--- config.mk ---
export PLATFORM = sky130hd
export DESIGN_NAME = hsv_to_rgb_converter_top
export DESIGN_NICKNAME = d
export VERILOG_FILES = /design/src/rtl/hsv2rgb_pkg.sv /design/src/rtl/hsv2rgb_hue.sv /design/src/rtl/hsv2rgb_pqt.sv /design/src/rtl/hsv2rgb_mix.sv /design/src/rtl/hsv_to_rgb_converter_top.sv
export SDC_FILE = /design/constraint.sdc
export NUM_CORES = 1
export LEC_CHECK = 0
export BUFFER_PORTS_ARGS = -buffer_cell sky130_fd_sc_hd__buf_2
export CAP_MARGIN = 10
export CORE_ASPECT_RATIO = 1.75
export CORE_MARGIN = 5
export CORE_UTILIZATION = 55
export CTS_BUF_LIST = sky130_fd_sc_hd__clkbuf_4 sky130_fd_sc_hd__clkbuf_8
export CTS_CLUSTER_SIZE = 24
export DETAILED_ROUTE_END_ITERATION = 10
export PLACE_DENSITY = 0.71
export SYNTH_ARGS = -nofsm -noshare
export SYNTH_HDL_FRONTEND = slang
export SYNTH_SLANG_ARGS = --single-unit
--- constraint.sdc ---
create_clock -name i_clk -period 11.6 [get_ports i_clk]
set_input_delay 2.32 -clock i_clk [delete_from_list [all_inputs] [get_ports i_clk]]
set_output_delay 2.32 -clock i_clk [all_outputs]
set_load 0.02 [all_outputs]
--- src/rtl/hsv2rgb_pkg.sv ---
// shared constants, types and helpers for the hsv to rgb converter
package hsv2rgb_pkg;

    localparam int FRAC_BITS = 8;
    localparam int UNIT_W    = FRAC_BITS + 1;

    // hue offset: a multiple of 360 that lifts every 16-bit hue above zero
    localparam int HUE_OFFSET = 33120;
    localparam int HUE_X_W    = 17;
    // floor(x / 360) as (x * HUE_RECIP) >> HUE_SHIFT, exact for x < 2^17
    localparam int HUE_SHIFT  = 25;
    localparam int HUE_RECIP  = (2 ** HUE_SHIFT + 359) / 360;
    localparam int HUE_PROD_W = 34;

    // f = floor(hm * ONE / 60) as (hm * F_RECIP) >> F_SHIFT, exact for hm < 60
    localparam int F_SHIFT    = 12;
    localparam int F_RECIP_W  = FRAC_BITS + 7;
    localparam int F_RECIP    = (2 ** (FRAC_BITS + F_SHIFT) + 59) / 60;
    localparam int F_PROD_W   = F_RECIP_W + 6;

    localparam int MUL_W      = 2 * FRAC_BITS + 2;
    localparam int CHAN_W     = FRAC_BITS + 9;

    localparam logic [2:0] SEC_0 = 3'd0;
    localparam logic [2:0] SEC_1 = 3'd1;
    localparam logic [2:0] SEC_2 = 3'd2;
    localparam logic [2:0] SEC_3 = 3'd3;
    localparam logic [2:0] SEC_4 = 3'd4;
    localparam logic [2:0] SEC_5 = 3'd5;

    localparam logic [FRAC_BITS:0] ONE = UNIT_W'(1) << FRAC_BITS;

    typedef logic [FRAC_BITS-1:0] t_frac;
    typedef logic [FRAC_BITS:0]   t_unit;
    typedef logic [2:0]           t_sector;
    typedef logic [7:0]           t_chan;

    // clamp a signed q1.8 word to 0..256 and rescale to the internal fraction
    function automatic t_unit clamp_unit(input logic signed [9:0] raw);
        logic [8:0]           c;
        logic [FRAC_BITS+8:0] w;
        if (raw < 10'sd0) begin
            c = 9'd0;
        end else if (raw > 10'sd256) begin
            c = 9'd256;
        end else begin
            c = raw[8:0];
        end
        w = {c, {FRAC_BITS{1'b0}}} >> 8;
        return w[FRAC_BITS:0];
    endfunction

endpackage

--- src/rtl/hsv2rgb_hue.sv ---
// hue reduction pipeline: modulo 360, sector and in-sector fraction
module hsv2rgb_hue (
    input  logic                    i_clk,
    input  logic                    i_rst_n,
    input  logic                    i_en,
    input  logic                    i_vld,
    input  logic signed [15:0]      i_hue,
    input  logic signed [9:0]       i_saturation,
    input  logic signed [9:0]       i_brightness,
    output logic                    o_vld,
    output hsv2rgb_pkg::t_sector    o_sector,
    output hsv2rgb_pkg::t_frac      o_f,
    output hsv2rgb_pkg::t_unit      o_s,
    output hsv2rgb_pkg::t_unit      o_v
);
    import hsv2rgb_pkg::*;

    logic [4:0]          r_vld;
    t_unit               r_s [5];
    t_unit               r_v [5];
    logic [HUE_X_W-1:0]  r_x1;
    logic [HUE_X_W-1:0]  r_x2;
    logic [7:0]          r_q2;
    logic [8:0]          r_rem3;
    t_sector             r_sec4;
    logic [5:0]          r_hm4;
    t_sector             r_sec5;
    t_frac               r_f5;

    logic signed [17:0]  n_x;
    logic [HUE_PROD_W-1:0] n_qprod;
    logic [HUE_X_W-1:0]  n_rem;
    t_sector             n_sec;
    logic [8:0]          n_base;
    logic [F_PROD_W-1:0] n_fprod;

    always_comb begin
        n_x     = $signed({{2{i_hue[15]}}, i_hue}) + $signed(18'(HUE_OFFSET));
        n_qprod = HUE_PROD_W'(r_x1) * HUE_PROD_W'(HUE_RECIP);
        n_rem   = r_x2 - HUE_X_W'(r_q2) * HUE_X_W'(360);
        if (r_rem3 >= 9'd300) begin
            n_sec = SEC_5;
        end else if (r_rem3 >= 9'd240) begin
            n_sec = SEC_4;
        end else if (r_rem3 >= 9'd180) begin
            n_sec = SEC_3;
        end else if (r_rem3 >= 9'd120) begin
            n_sec = SEC_2;
        end else if (r_rem3 >= 9'd60) begin
            n_sec = SEC_1;
        end else begin
            n_sec = SEC_0;
        end
        case (n_sec)
            SEC_1:   n_base = 9'd60;
            SEC_2:   n_base = 9'd120;
            SEC_3:   n_base = 9'd180;
            SEC_4:   n_base = 9'd240;
            SEC_5:   n_base = 9'd300;
            default: n_base = 9'd0;
        endcase
        n_fprod = F_PROD_W'(r_hm4) * F_PROD_W'(F_RECIP);
    end

    always_ff @(posedge i_clk) begin
        if (!i_rst_n) begin
            r_vld <= '0;
        end else if (i_en) begin
            r_vld <= {r_vld[3:0], i_vld};
        end
    end

    always_ff @(posedge i_clk) begin
        if (i_en) begin
            r_s[0] <= clamp_unit(i_saturation);
            r_v[0] <= clamp_unit(i_brightness);
            for (int i = 1; i < 5; i++) begin
                r_s[i] <= r_s[i-1];
                r_v[i] <= r_v[i-1];
            end
            r_x1   <= n_x[HUE_X_W-1:0];
            r_x2   <= r_x1;
            r_q2   <= n_qprod[HUE_SHIFT+7:HUE_SHIFT];
            r_rem3 <= n_rem[8:0];
            r_sec4 <= n_sec;
            r_hm4  <= 6'(r_rem3 - n_base);
            r_sec5 <= r_sec4;
            r_f5   <= n_fprod[FRAC_BITS+F_SHIFT-1:F_SHIFT];
        end
    end

    assign o_vld    = r_vld[4];
    assign o_sector = r_sec5;
    assign o_f      = r_f5;
    assign o_s      = r_s[4];
    assign o_v      = r_v[4];

endmodule

--- src/rtl/hsv2rgb_pqt.sv ---
// p, q and t products over two register stages
module hsv2rgb_pqt (
    input  logic                    i_clk,
    input  logic                    i_rst_n,
    input  logic                    i_en,
    input  logic                    i_vld,
    input  hsv2rgb_pkg::t_sector    i_sector,
    input  hsv2rgb_pkg::t_frac      i_f,
    input  hsv2rgb_pkg::t_unit      i_s,
    input  hsv2rgb_pkg::t_unit      i_v,
    output logic                    o_vld,
    output hsv2rgb_pkg::t_sector    o_sector,
    output hsv2rgb_pkg::t_unit      o_p,
    output hsv2rgb_pkg::t_unit      o_q,
    output hsv2rgb_pkg::t_unit      o_t,
    output hsv2rgb_pkg::t_unit      o_v
);
    import hsv2rgb_pkg::*;

    logic [1:0]       r_vld;
    t_sector          r_sec [2];
    t_unit            r_v [2];
    t_unit            r_sf;
    t_unit            r_snf;
    t_unit            r_nps;
    t_unit            r_p;
    t_unit            r_q;
    t_unit            r_t;

    logic [MUL_W-1:0] n_sf;
    logic [MUL_W-1:0] n_snf;
    logic [MUL_W-1:0] n_p;
    logic [MUL_W-1:0] n_q;
    logic [MUL_W-1:0] n_t;

    always_comb begin
        n_sf  = MUL_W'(i_s) * MUL_W'(i_f);
        n_snf = MUL_W'(i_s) * MUL_W'(ONE - UNIT_W'(i_f));
        n_p   = MUL_W'(r_v[0]) * MUL_W'(r_nps);
        n_q   = MUL_W'(r_v[0]) * MUL_W'(ONE - r_sf);
        n_t   = MUL_W'(r_v[0]) * MUL_W'(ONE - r_snf);
    end

    always_ff @(posedge i_clk) begin
        if (!i_rst_n) begin
            r_vld <= '0;
        end else if (i_en) begin
            r_vld <= {r_vld[0], i_vld};
        end
    end

    always_ff @(posedge i_clk) begin
        if (i_en) begin
            r_sec[0] <= i_sector;
            r_sec[1] <= r_sec[0];
            r_v[0]   <= i_v;
            r_v[1]   <= r_v[0];
            r_sf     <= n_sf[2*FRAC_BITS:FRAC_BITS];
            r_snf    <= n_snf[2*FRAC_BITS:FRAC_BITS];
            r_nps    <= ONE - i_s;
            r_p      <= n_p[2*FRAC_BITS:FRAC_BITS];
            r_q      <= n_q[2*FRAC_BITS:FRAC_BITS];
            r_t      <= n_t[2*FRAC_BITS:FRAC_BITS];
        end
    end

    assign o_vld    = r_vld[1];
    assign o_sector = r_sec[1];
    assign o_p      = r_p;
    assign o_q      = r_q;
    assign o_t      = r_t;
    assign o_v      = r_v[1];

endmodule

--- src/rtl/hsv2rgb_mix.sv ---
// channel order per sector, scaling to 8 bits and the output register
module hsv2rgb_mix (
    input  logic                    i_clk,
    input  logic                    i_rst_n,
    input  logic                    i_en,
    input  logic                    i_vld,
    input  hsv2rgb_pkg::t_sector    i_sector,
    input  hsv2rgb_pkg::t_unit      i_p,
    input  hsv2rgb_pkg::t_unit      i_q,
    input  hsv2rgb_pkg::t_unit      i_t,
    input  hsv2rgb_pkg::t_unit      i_v,
    output logic                    o_vld,
    output hsv2rgb_pkg::t_chan      o_red,
    output hsv2rgb_pkg::t_chan      o_green,
    output hsv2rgb_pkg::t_chan      o_blue
);
    import hsv2rgb_pkg::*;

    logic              r_vld;
    t_chan             r_red;
    t_chan             r_green;
    t_chan             r_blue;

    t_unit             n_r;
    t_unit             n_g;
    t_unit             n_b;
    logic [CHAN_W-1:0] n_rs;
    logic [CHAN_W-1:0] n_gs;
    logic [CHAN_W-1:0] n_bs;

    always_comb begin
        case (i_sector)
            SEC_1: begin
                n_r = i_q; n_g = i_v; n_b = i_p;
            end
            SEC_2: begin
                n_r = i_p; n_g = i_v; n_b = i_t;
            end
            SEC_3: begin
                n_r = i_p; n_g = i_q; n_b = i_v;
            end
            SEC_4: begin
                n_r = i_t; n_g = i_p; n_b = i_v;
            end
            SEC_5: begin
                n_r = i_v; n_g = i_p; n_b = i_q;
            end
            default: begin
                n_r = i_v; n_g = i_t; n_b = i_p;
            end
        endcase
        // x * 255 as a shift and subtract
        n_rs = (CHAN_W'(n_r) << 8) - CHAN_W'(n_r);
        n_gs = (CHAN_W'(n_g) << 8) - CHAN_W'(n_g);
        n_bs = (CHAN_W'(n_b) << 8) - CHAN_W'(n_b);
    end

    always_ff @(posedge i_clk) begin
        if (!i_rst_n) begin
            r_vld <= 1'b0;
        end else if (i_en) begin
            r_vld <= i_vld;
        end
    end

    always_ff @(posedge i_clk) begin
        if (i_en) begin
            r_red   <= n_rs[FRAC_BITS+7:FRAC_BITS];
            r_green <= n_gs[FRAC_BITS+7:FRAC_BITS];
            r_blue  <= n_bs[FRAC_BITS+7:FRAC_BITS];
        end
    end

    assign o_vld   = r_vld;
    assign o_red   = r_red;
    assign o_green = r_green;
    assign o_blue  = r_blue;

endmodule

--- src/rtl/hsv_to_rgb_converter_top.sv ---
// Converts one HSV colour word to 8-bit RGB per cycle. Hue is any signed
// 16-bit degree value and is reduced modulo 360; saturation and brightness
// are signed q1.8 and clamped to 0..1.0. Every word passes from input
// acceptance to the output register through the hue reduction and sector
// fraction stages, the p, q, t product stages and the channel scaling stage.
// A new word is taken every cycle; the whole pipeline holds while a finished
// word waits at the output, so input ready follows output ready.
module hsv_to_rgb_converter_top (
    input  logic                    i_clk,
    input  logic                    i_rst_n,
    input  logic                    i_in_valid,
    output logic                    o_in_ready,
    input  logic signed [15:0]      i_hue,
    input  logic signed [9:0]       i_saturation,
    input  logic signed [9:0]       i_brightness,
    output logic                    o_out_valid,
    input  logic                    i_out_ready,
    output hsv2rgb_pkg::t_chan      o_red,
    output hsv2rgb_pkg::t_chan      o_green,
    output hsv2rgb_pkg::t_chan      o_blue
);
    import hsv2rgb_pkg::*;

    logic    w_en;
    logic    w_hue_vld;
    t_sector w_hue_sec;
    t_frac   w_hue_f;
    t_unit   w_hue_s;
    t_unit   w_hue_v;
    logic    w_pqt_vld;
    t_sector w_pqt_sec;
    t_unit   w_p;
    t_unit   w_q;
    t_unit   w_t;
    t_unit   w_v;

    // hold every stage while the output word is not taken
    assign w_en       = !(o_out_valid && !i_out_ready);
    assign o_in_ready = w_en;

    hsv2rgb_hue u_hue (
        .i_clk        (i_clk),
        .i_rst_n      (i_rst_n),
        .i_en         (w_en),
        .i_vld        (i_in_valid),
        .i_hue        (i_hue),
        .i_saturation (i_saturation),
        .i_brightness (i_brightness),
        .o_vld        (w_hue_vld),
        .o_sector     (w_hue_sec),
        .o_f          (w_hue_f),
        .o_s          (w_hue_s),
        .o_v          (w_hue_v)
    );

    hsv2rgb_pqt u_pqt (
        .i_clk    (i_clk),
        .i_rst_n  (i_rst_n),
        .i_en     (w_en),
        .i_vld    (w_hue_vld),
        .i_sector (w_hue_sec),
        .i_f      (w_hue_f),
        .i_s      (w_hue_s),
        .i_v      (w_hue_v),
        .o_vld    (w_pqt_vld),
        .o_sector (w_pqt_sec),
        .o_p      (w_p),
        .o_q      (w_q),
        .o_t      (w_t),
        .o_v      (w_v)
    );

    hsv2rgb_mix u_mix (
        .i_clk    (i_clk),
        .i_rst_n  (i_rst_n),
        .i_en     (w_en),
        .i_vld    (w_pqt_vld),
        .i_sector (w_pqt_sec),
        .i_p      (w_p),
        .i_q      (w_q),
        .i_t      (w_t),
        .i_v      (w_v),
        .o_vld    (o_out_valid),
        .o_red    (o_red),
        .o_green  (o_green),
        .o_blue   (o_blue)
    );

    a_reset_empty: assert property (@(posedge i_clk)
        !i_rst_n |=> !o_out_valid && !w_pqt_vld && !w_hue_vld)
        else $error("pipeline not empty after reset");

    a_stall_holds: assert property (@(posedge i_clk) disable iff (!i_rst_n)
        !w_en |=> $stable({w_hue_vld, w_pqt_vld, o_out_valid}))
        else $error("valid bits moved during a stall");

    a_sector_range: assert property (@(posedge i_clk) disable iff (!i_rst_n)
        w_hue_vld |-> w_hue_sec <= SEC_5)
        else $error("sector out of range");

    a_pqt_bound: assert property (@(posedge i_clk) disable iff (!i_rst_n)
        w_pqt_vld |-> (w_p <= w_v) && (w_q <= w_v) && (w_t <= w_v))
        else $error("p, q or t above value");

endmodule

Yosys cells after proc, flatten, opt, wreduce, memory -nomap -nowiden
Memory sizes are Yosys's and may differ from the RTL's.
Index checks and enable logic that the tools add are counted.
{ "word_totals": {"regBits": 149, "ram_bits": 114, "in_bits": 40, "memories": 4} }
{ "memory_table": {"columns": ["name", "depth", "width", "rd", "rd_clocked_by_memory_dff", "write_ports", "line_no", "rtl"], "rows": [
  ["u_hue.r_s", 5, 9, 5, 0, 5, "hsv2rgb_hue.sv:19", "t_unit r_s [5];"],
  ["u_hue.r_v", 5, 9, 5, 0, 5, "hsv2rgb_hue.sv:20", "t_unit r_v [5];"],
  ["u_pqt.r_v", 2, 9, 2, 0, 2, "hsv2rgb_pqt.sv:22", "t_unit r_v [2];"],
  ["u_pqt.r_sec", 2, 3, 2, 0, 2, "hsv2rgb_pqt.sv:21", "t_sector r_sec [2];"]
]} }
{ "op_classes": {"addsub": 10, "mul": 8, "n_lt_le_gt_ge": 9, "n_eq_ne": 10, "n_mux": 16, "n_reduce_logical": 7} }
{ "ops": {"columns": ["operator", "n"], "rows": [
  ["case mux 9 bit (3 select lines)", 3],
  ["multiplier 9 x 18 -> 17 bit", 3],
  ["two-way mux 9 bit", 6],
  ["subtractor 16 x 9 -> 16 bit", 3],
  ["multiplier 17 x 17 -> 33 bit (second input constant)", 1],
  ["case mux 6 bit (5 select lines)", 1],
  ["greater-than comparator 10 bit (second input constant)", 2],
  ["< comparator 10 x 1 -> 1 bit (second input constant)", 2],
  ["multiplier 6 x 15 -> 20 bit (second input constant)", 1],
  ["subtractor 9 x 9 -> 10 bit (first input constant)", 2],
  ["greater-or-equal comparator 9 x 8 -> 1 bit (second input constant)", 2],
  ["adder 16 x 17 -> 17 bit (second input constant)", 1],
  ["multiplier 9 x 8 -> 17 bit", 1],
  ["multiplier 9 x 9 -> 17 bit", 1],
  ["equality test 3 x 2 -> 1 bit (second input constant)", 4],
  ["equality test 3 bit (second input constant)", 4],
  ["two-way mux 3 bit", 4],
  ["subtractor 9 x 8 -> 10 bit (first input constant)", 1],
  ["greater-or-equal comparator 9 x 6 -> 1 bit (second input constant)", 1],
  ["greater-or-equal comparator 9 x 7 -> 1 bit (second input constant)", 1],
  ["greater-or-equal comparator 9 bit (second input constant)", 1],
  ["subtractor 9 bit", 1],
  ["subtractor 9 bit (first input constant)", 1],
  ["multiplier 8 x 6 -> 6 bit (second input constant)", 1],
  ["6 further kinds", 12]
]} }

Logic depth before layout (Yosys ltp)
Gate-level depths: netlist of run 1.
{ "logic_depth": {"depth_word": 9, "mapped_depth": 22, "depth_no_buf": 21} }

Modules after synthesis
From an unflattened synthesis of run 1, not the netlist that was laid out.
{ "unflattened": {"cells_unflattened": 2736, "hier_area_um2": 28601.2} }
{ "modules_own_cells": {"columns": ["mod", "n_inst", "cells_per_inst", "area_each_um2"], "rows": [
  ["hsv2rgb_pqt", 1, 1613, 15403.5],
  ["hsv2rgb_hue", 1, 825, 10593.9],
  ["hsv2rgb_mix", 1, 297, 2597.5],
  ["hsv_to_rgb_converter_top", 1, 1, 6.3]
]} }

Worst setup path after synthesis of run 1
Ideal clock, no wire load.
{ "synth_timing": {"path_kind": "input to output", "from": "in i_out_ready", "to": "out o_in_ready", "arrival_ns": 7.517, "t_required_ns": 9.280, "slack_ns": 1.763, "cell_stages": 3, "path_buffers": 1, "cell_sequence": "nor2b_1 > clkbuf_1 > clkinv_1"} }
{ "synth_between": {"elab_chain_len": 3} }
{ "synth_lines": {"columns": ["element", "line_no", "rtl"], "rows": [
  ["start: declaration", "hsv_to_rgb_converter_top.sv:17", "input logic i_out_ready,"],
  ["zero test 1 bit", "hsv_to_rgb_converter_top.sv:38", "assign w_en = !(o_out_valid && !i_out_ready);"],
  ["logical AND 1 bit", "hsv_to_rgb_converter_top.sv:38", null],
  ["zero test 1 bit", "hsv_to_rgb_converter_top.sv:38", null],
  ["end: declaration", "hsv_to_rgb_converter_top.sv:12", "output logic o_in_ready,"]
]} }
Every way passes these cells.

Worst setup path after layout of run 1
{ "layout_timing": {"from": "reg u_hue.r_f5[1], in the netlist u_hue.o_f[1]", "to": "reg u_pqt.r_snf[8], data pin"} }
{ "layout_between": {"elab_chain_len": 2} }
{ "layout_lines": {"columns": ["element", "line_no", "rtl"], "rows": [
  ["start: declaration", "hsv2rgb_hue.sv:28", "t_frac r_f5;"],
  ["start signal: assignment", "hsv2rgb_hue.sv:88", "r_f5 <= n_fprod[FRAC_BITS+F_SHIFT-1:F_SHIFT];"],
  ["subtractor 9 x 8 -> 10 bit", "hsv2rgb_pqt.sv:38", "n_snf = MUL_W'(i_s) * MUL_W'(ONE - UNIT_W'(i_f));"],
  ["multiplier 9 x 18 -> 17 bit", "hsv2rgb_pqt.sv:38", null],
  ["named net u_pqt.n_snf[16]", "hsv2rgb_pqt.sv:31", "logic [MUL_W-1:0] n_snf;"],
  ["end signal: assignment", "hsv2rgb_pqt.sv:59", "r_snf <= n_snf[2*FRAC_BITS:FRAC_BITS];"],
  ["end: declaration", "hsv2rgb_pqt.sv:24", "t_unit r_snf;"]
]} }
The timed path passes the listed nets, and every way through them passes these cells.
A chain may end at the register's enable or synchronous reset.

==> results, run 1 <==
- The flow ran to the end, and the final reports show no timing, DRC or antenna violations.
- The number of detailed-route iterations in the first pass is 5.
- The number of ports placed on the die boundary is 66.
- After clock tree synthesis, the clock-pin slew on the worst setup and hold paths is 0.07 ns.
- The number of antenna violations at the first check in global routing is 1.
- The starting density of the core is 0.557.
- For the worst setup path, the data arrival time is 6.88 ns.
- The via total after detailed routing is 19,100.
- STA puts the critical path data required time at 11.91 ns.
- The wire length of the first global-routing pass is 103 mm.
- For this block, the initial DRC count from the detailed router was 849.
- In this run the deepest clock path goes through 3 buffers.
- Of the cells placed in the final design, the portion with a size suffix greater than 1 is 0.0558.
- The worst-case vdd ir drop is 0.283 mV.
- The number of global-route vias before repair came to 21,300.
- The worst setup path is captured at a flip-flop.
- The number of setup violations in the final report is 0.
- The ratio of routed vias to standard cells is 5.50.
- The floorplan die area is 56,000 um^2.
- The class of the worst hold path is reg2reg.
- The final setup skew is 0.0226 ns.
- The combined global-route utilization of all metal layers is 0.229.
- For the pin with the worst max-slew slack, the measured transition is 1.06 ns.
- The final-stage net count is 3,466.
- Setup repair after global routing left no endpoint under its margin.
- Measured against its own limit, the worst slew margin works out to 0.292.
- The clock insertion delay at the later pin of the skew report is 0.60 ns.
- Subtracting the final worst setup slack from the clock period gives 6.57 ns.
- The netlist area before placement is 28,200 um^2.
- For this run, the top clock speed supported by timing is 152 MHz.
- The die span in y is 309 um.
- The number of gates resized after CTS was 0.
- The die outline width is 181 um.
- The cell at the root of the clock tree is sky130_fd_sc_hd__clkbuf_8.
- Averaged over all synthesized cells, the footprint is 10.3 um^2.
- The post-route core utilization is 0.591.
- The number of buffers inserted by hold repair at cts is 0.
- The cell leakage power is 0.0145 uW.
- Total power for the finished layout comes to 7270 uW.
- Across the run, the number of max-cap violations was 0.
- The clock tree from TritonCTS is yes.
- After technology mapping, the gate count stands at 2,728.
- The maximum single-stage delay on the critical path is 0.67 ns.
- After synthesis the netlist holds a flip-flop and latch count of 261.
- The total congestion overflow is 0.
- The pin count of the biggest net entering global routing is 102.
- The residual antenna-violating net count after detailed routing is 0.
- The final cell count without fillers is 3,463.
- Dividing the detail-routed wire length by the instance count gives 18.0 um.
- The yosys synthesis warning count is 0.
- The number of core rows is 109.
- The synthesis-to-layout area growth is 6.08%.
- The critical path is of the reg2reg type.
- Counting every net in the synthesized netlist gives 3,426.
- For this design the ratio of total power to cell area is 243 nW/um^2.
- The total DRC errors in the routed layout is 0.
- The final layout contains routed wiring with a total length of 62.3 mm.
- STA classifies the critical path startpoint as a flip-flop.
- The filler cells instantiated in the layout total 4,262.
- The number of buffers inserted during clock tree synthesis is 41.
- For this run, asynchronously set or reset flops after synthesis account for 0.
- The number of pins exceeding their max-slew limit in the final report is 0.
- The portion of the clock cycle consumed by the worst path in the final layout is 0.566.
- In this run the tool buffered the top-level ports with 65 buffer cells.
- Walking the worst path, the cells encountered are inv_1 > ha_1 > nand2_1 > or3_1 > nor3_1 > nand2_1 > fa_1 > inv_1 > fa_1 > fa_1 > inv_1 > fa_1 > inv_1 > ha_1 > or3_1 > a311o_1 > a31oi_1 > a211oi_1 > o41ai_1 > xnor2_1.
- Summed over all nets, the half-perimeter wirelength after detailed placement is 50.3 mm.
- The total clock sinks is 261.
- The placeable core region is 50,600 um^2.
- In this run the worst path has a maximum fanout of 10.
- For this run, the leading register cell type out of synthesis is sky130_fd_sc_hd__edfxtp_1.
- For this run, the register share of the synthesized area comes to 0.275.
- The maximum level of the CTS H-tree is 2.
- The post-synthesis cell type count is 73.
- The final-report hold violation count is 0.
- The critical path's slowest cell is sky130_fd_sc_hd__nor3_1.
- Setup total negative slack on the finished layout was measured at 0 ns.
- The placer's final routability congestion estimate is 0.994.
- The number of synthesized flops with an enable pin is 253.
- The cell count after placement is 3,390.
- The number of setup buffers added after CTS is 0.
registers in the layout, indices dropped and copies added, names as in the netlist, 17 cells and up:
register,count
u_hue.r_s,45
u_hue.r_v,45
u_hue.r_x1,17
u_pqt.r_v,18
synth_stat cells, types with 9 or more instances:
| cell type | n | share of area |
|---|---|---|
| sky130_fd_sc_hd__and3_1 | 10 | 0.0022 |
| sky130_fd_sc_hd__nand2_1 | 258 | 0.034 |
| sky130_fd_sc_hd__fa_1 | 364 | 0.26 |
| sky130_fd_sc_hd__edfxtp_1 | 253 | 0.27 |
| sky130_fd_sc_hd__a21o_1 | 15 | 0.0040 |
| sky130_fd_sc_hd__ha_1 | 294 | 0.13 |
| sky130_fd_sc_hd__and2_1 | 216 | 0.048 |
| sky130_fd_sc_hd__inv_1 | 567 | 0.076 |
| sky130_fd_sc_hd__clkbuf_1 | 63 | 0.0084 |
| sky130_fd_sc_hd__o21a_1 | 22 | 0.0059 |
| sky130_fd_sc_hd__o21bai_1 | 9 | 0.0024 |
| sky130_fd_sc_hd__a211oi_1 | 11 | 0.0029 |
| sky130_fd_sc_hd__nor4_1 | 14 | 0.0031 |
| sky130_fd_sc_hd__nand2b_1 | 16 | 0.0036 |
| sky130_fd_sc_hd__buf_2 | 11 | 0.0020 |
| sky130_fd_sc_hd__a21oi_1 | 67 | 0.012 |
| sky130_fd_sc_hd__xnor2_1 | 102 | 0.032 |
| sky130_fd_sc_hd__nor2_1 | 87 | 0.012 |
| sky130_fd_sc_hd__nand3_1 | 18 | 0.0032 |
| sky130_fd_sc_hd__mux2i_1 | 14 | 0.0050 |
| sky130_fd_sc_hd__nor2b_1 | 18 | 0.0040 |
| sky130_fd_sc_hd__o221ai_1 | 17 | 0.0053 |
| sky130_fd_sc_hd__nand4_1 | 9 | 0.0020 |
| sky130_fd_sc_hd__xor2_1 | 37 | 0.011 |
| sky130_fd_sc_hd__nor3_1 | 33 | 0.0059 |
| sky130_fd_sc_hd__o21ai_0 | 55 | 0.0098 |
stage by stage:
step	hold WS (ns)	setup WS, ns	area, um^2
2_1_floorplan	0.400	1.76	28200
3_3_place_gp	0.400	5.37	29100
3_5_place_dp	0.405	5.13	29100
4_1_cts	0.409	5.11	29900
5_1_grt	0.419	4.67	29900
6_report	0.404	5.03	29900
cell families after synthesis:
family / Yosys count / share of synthesized area
flip-flops: 261 / 0.275
AO/OA/AOI/OAI: 276 / 0.0664
adder cells (fa/ha/maj): 658 / 0.389
buffers and inverters: 652 / 0.0891
AND/OR/NAND/NOR: 724 / 0.130
multiplexers: 18 / 0.00657
XOR/XNOR: 139 / 0.0432
layout by cell type, fill, tap and decap left out, drive strengths merged, types with 5 or more instances in the layout:
cell / synthesis / routed
inv: 567 / 568
fa: 364 / 364
ha: 294 / 294
nand2: 258 / 258
edfxtp: 253 / 253
and2: 216 / 216
xnor2: 102 / 102
nor2: 88 / 88
buf: 21 / 80
a21oi: 67 / 67
o21ai: 55 / 55
clkbuf: 63 / 51
xor2: 37 / 37
nor3: 34 / 34
o21a: 22 / 22
nor2b: 18 / 18
nand3: 18 / 18
o221ai: 17 / 17
nand2b: 16 / 16
clkinv: 1 / 16
a21o: 15 / 15
nor4: 14 / 14
mux2i: 14 / 14
a211oi: 11 / 11
and3: 10 / 10
o21bai: 9 / 9
nand4: 9 / 9
dfxtp: 8 / 8
a21boi: 8 / 8
nor3b: 7 / 7
nand3b: 6 / 6
a31oi: 6 / 6
o211ai: 6 / 6
o22ai: 6 / 6
or3: 6 / 6
nor4b: 6 / 6
a221o: 5 / 5
o41ai: 5 / 5
per-layer routing:
metal / part of all wire / global-route usage / vias to the layer above
li1: - / - / 8834
met1: 0.32 / 0.215 / 9402
met2: 0.56 / 0.453 / 562
met3: 0.037 / 0.0253 / 254
met4: 0.082 / 0.162 / 0
met5: 0 / 0 / -
worst paths after layout:
| check | to | cells after the start | slack (ns) | start |
|---|---|---|---|---|
| max reg2reg | u_pqt.r_snf[8] | 20 | 5.03 | u_hue.o_f[1] |
| max | u_pqt.r_snf[8] | 20 | 5.03 | u_hue.o_f[1] |
| min | u_hue.r_v[0][41] | 0 | 0.40 | u_hue.r_v[0][32] |
| min reg2reg | u_hue.r_v[0][41] | 0 | 0.40 | u_hue.r_v[0][32] |
where the power goes:
part           switching, uW  internal, uW
clock network            376           411
registers                230          1410
logic                   2890          1950
critical path: cells and delay by family, from the launching register on:
| family | cells | cell delay [ns] |
|---|---|---|
| buf+inv | 4 | 0.32 |
| compound gates | 4 | 1.27 |
| flops | 1 | 0.51 |
| simple gates | 5 | 1.63 |
| fa+ha+maj | 6 | 2.43 |
| xor+xnor | 1 | 0.13 |
layout make-up:
type                    count  area (um^2)  share of cell area
well taps                 666          833              0.0279
clock buffers              51          646              0.0216
diodes                      1         2.50           0.0000837
multi-input cells        1815        17900               0.599
inverters                 568         2140              0.0716
repair buffers             81          450              0.0151
flip-flops and latches    261         7760               0.259
clock inverters            20          153             0.00511
(Power assumes the default switching activity.)
==> inputs of run 2 (changes only) <==
Settings changed: ABC_AREA set to 1, PLACE_DENSITY 0.71 to 0.74.
Clock period 11.6 ns to 5.4 ns, I/O delays scaled along.
==> run 2 against run 1 <==
Clock skew up 0.026 ns. Critical path type unchanged. Count of clock-buffer cells in the layout up 5. Register-to-register slack worse by 4.9 ns. Via count up 18%.
==> results, run 2 <==
- The post-synthesis area per instance is 8.57 um^2.
- Port buffering added 65 buffers.
- The number of pins exceeding their max-slew limit in the final report is 0.
- The netlist area before placement is 29,600 um^2.
- By instance count, the leading cell after synthesis is sky130_fd_sc_hd__inv_1.
- Across every metal layer, demand over resource in global routing totals 0.256.
- The HPWL after detailed placement is 60.8 mm.
- Sorting the synthesized cells by how often they occur yields sky130_fd_sc_hd__inv_1 (892), sky130_fd_sc_hd__nand2_1 (742), sky130_fd_sc_hd__fa_1 (364).
- The actual slew at the worst max-slew pin is 0.959 ns.
- The worst-case vdd ir drop is 0.379 mV.
- The clock insertion delay at the later pin of the skew report is 0.63 ns.
- For this design the top-level I/O count stands at 66.
- Of all nets on the critical path, the largest fanout is 4.
- The final-layout setup total negative slack is 0 ns.
- The worst hold margin is 0.393 ns.
- Synthesis inferred 261 register bits.
- Summed over all layers, the routed wires come to 73.5 mm.
- The library cell used most frequently in the layout, excluding fill and tap cells, is sky130_fd_sc_hd__inv_1.
- The total congestion overflow is 0.
- The flow ran to the end, and the final reports show no timing, DRC or antenna violations.
- The post-synthesis cell type count is 51.
- Of the available clock period, the critical path in the final layout requires 0.968.
- The clock net in this run drives a total of 261 sinks.
- The number of core rows is 112.
- The placeable core region is 53,300 um^2.
- The floorplan die area is 58,700 um^2.
- Setup repair after global routing could not meet its margin everywhere.
- TritonCTS built the clock tree.
- The clock passes through at most 3 buffers.
- The placed instances occupy a cell area of 30,900 um^2.
- The critical setup path kind is reg2reg.
- CTS placed an instance of sky130_fd_sc_hd__clkbuf_8 at the clock tree root.
- The biggest area contributor in the post-synthesis netlist is sky130_fd_sc_hd__edfxtp_1.
- The largest registers in the layout are u_hue.r_s: 45 flops, u_hue.r_v: 45 flops, u_pqt.r_v: 18 flops.
- The synthesis-to-layout area growth is 8.34%.
- The via total after detailed routing is 22,400.
- The number of max-cap violations is 0.
- In the synthesized netlist the async set-or-reset flop fraction comes to 0.
- When the netlist entered floorplanning its net count stood at 4,147.
- Setup violations remaining at the end of the flow were counted as 0.
- The share of synthesized area in the top cell type comes to 0.257.
- The number of global-route vias before repair is 24,000.
- Hold repair after CTS inserted 0 buffers.
- The timing-limited maximum frequency is 191 MHz.
- The top cell types in the final layout, fill and taps aside, are sky130_fd_sc_hd__inv_1 (885), sky130_fd_sc_hd__nand2_1 (739), sky130_fd_sc_hd__fa_1 (362), sky130_fd_sc_hd__nor2_1 (294), sky130_fd_sc_hd__ha_1 (288).
- The final-report hold violation count came to 0.
- In the synthesized netlist the dominant register cell turns out to be sky130_fd_sc_hd__edfxtp_1.
- The filler cell count in the final layout is 4,720.
- The Yosys step of the flow raised 0 warnings.
- Using the TritonRoute via totals, the vias-per-cell ratio works out to 5.26.
- STA classifies the critical path endpoint as a flip-flop.
- The maximum level of the CTS H-tree is 2.
- The share of layout cells above drive strength 1 is 0.0792.
- Routability-driven placement finished with a final weighted congestion of 1.02.
- Measured along the y axis, the die boundary spans 317 um.
- Power spread over the standard cell area amounts to 573 nW/um^2.
- The share of the Yosys chip area taken by registers is 0.262.
- Once layout is done, the placed cells without fillers occupy 32,000 um^2.
- After clock tree synthesis, the clock-pin slew on the worst setup and hold paths is 0.07 ns.
- STA puts the critical path data arrival time at 5.57 ns.
- The shortest clock period the worst path allows after layout is 5.23 ns.
- The design draws 18,400 uW.
- At the end of the flow the core is filled with cells to 0.602.
- The class of the worst hold path is reg2reg.
- The first detailed-routing pass ran for 7 iterations.
- The first global-routing pass estimated 117 mm of wire.
- The starting density of the core is 0.555.
- The detail route stage leaves a number of antenna-violating nets equal to 0.
- The final-stage net count is 4,253.
- In this run the tightest slew margin relative to its limit is 0.361.
- The number of antenna violations at the first check in global routing is 1.
- The pin count of the biggest net entering global routing is 122.
- The critical path data required time is 5.74 ns.
- For this design the static power due to leakage is 0.0174 uW.
- The clock arrives with 0.0491 ns of skew.
- From left edge to right edge, the die measures 185 um.
- TritonCTS created 42 clock buffers.
- Sorting the synthesized cells by area gives the leading types as sky130_fd_sc_hd__edfxtp_1 (26%), sky130_fd_sc_hd__fa_1 (25%), sky130_fd_sc_hd__ha_1 (12%).
- After detailed routing, the average wire length per cell comes to 17.2 um.
- The worst setup path is launched from a flip-flop.
- Synthesis produced a netlist whose cell count is 3,449.
- The starting DRC count in detailed routing is 1,010.
- The synthesized design contains 253 enable-type register cells.
- The total DRC errors in the routed layout is 0.
## run 2: critical path, cell delays in order (launching register included)
cell and delay, ns:
sky130_fd_sc_hd__edfxtp_1 0.47, sky130_fd_sc_hd__buf_4 0.19, sky130_fd_sc_hd__ha_4 0.28, sky130_fd_sc_hd__inv_1 0.08
sky130_fd_sc_hd__fa_1 0.53, sky130_fd_sc_hd__fa_1 0.56, sky130_fd_sc_hd__inv_1 0.06, sky130_fd_sc_hd__fa_1 0.53
sky130_fd_sc_hd__inv_1 0.05, sky130_fd_sc_hd__fa_1 0.50, sky130_fd_sc_hd__fa_1 0.54, sky130_fd_sc_hd__inv_1 0.04
sky130_fd_sc_hd__ha_1 0.31, sky130_fd_sc_hd__nand2_1 0.15, sky130_fd_sc_hd__nor2_2 0.16, sky130_fd_sc_hd__nand2_1 0.10
sky130_fd_sc_hd__nor4_1 0.16, sky130_fd_sc_hd__o21ai_0 0.12, sky130_fd_sc_hd__nand3_1 0.10, sky130_fd_sc_hd__xor2_1 0.07
## run 2: path summary, 6_finish.rpt
kind,startpoint,depth (start not counted),endpoint,slack [ns]
setup / recovery,u_hue.r_x1[7],19,u_hue.r_q2[1],0.17
hold reg to reg,u_hue.r_v[0][3],0,u_hue.r_v[0][12],0.39
hold / removal,u_hue.r_v[0][3],0,u_hue.r_v[0][12],0.39
setup reg to reg,u_hue.r_x1[7],19,u_hue.r_q2[1],0.17
## run 2: cell families after synthesis
logic type / share of synthesized area
AO/OA/AOI/OAI: 0.0392
XOR/XNOR: 0.0275
adder cells (fa/ha/maj): 0.371
buffers and inverters: 0.123
flip-flops: 0.262
AND/OR/NAND/NOR: 0.177
## run 2: power by group
group          internal, uW  switching, uW  leakage (uW)
clock                   946            869      0.000454
sequential             3070            544       0.00294
combinational          4610           8320        0.0140
total                  8630           9730        0.0174
## run 2: area by class of cell
class / count / area (um^2) / share of cell area
multi-input cells: 2224 / 18400 / 0.573
flip-flops and latches: 261 / 7760 / 0.242
inverters: 899 / 3380 / 0.106
well taps: 684 / 856 / 0.0267
repair buffers: 127 / 803 / 0.0251
clock buffers: 56 / 689 / 0.0215
clock inverters: 19 / 178 / 0.00555
diodes: 1 / 2.50 / 0.0000781
## run 2: metal layers
| metal | part of all wire | wire length [um] | vias to the layer above | GRT usage |
|---|---|---|---|---|
| li1 | - | - | 10700 | - |
| met1 | 0.30 | 22300 | 10800 | 0.226 |
| met2 | 0.57 | 42100 | 596 | 0.511 |
| met3 | 0.029 | 2160 | 348 | 0.0262 |
| met4 | 0.094 | 6920 | 0 | 0.195 |
| met5 | 0 | 0 | - | 0 |
## run 2: per-stage QoR
stage / instances / worst slack (ns)
global route: 4271 / -0.0561
detailed placement: 4189 / 0.0630
CTS: 4264 / 0.0784
global placement: 4189 / 0.139
finish: 4271 / 0.171
floorplan: 3449 / -0.201
## run 2: timing repair
item,CTS,global route
setup buffers,0,6
endpoints found under the setup margin,0,23
resized for setup,0,47
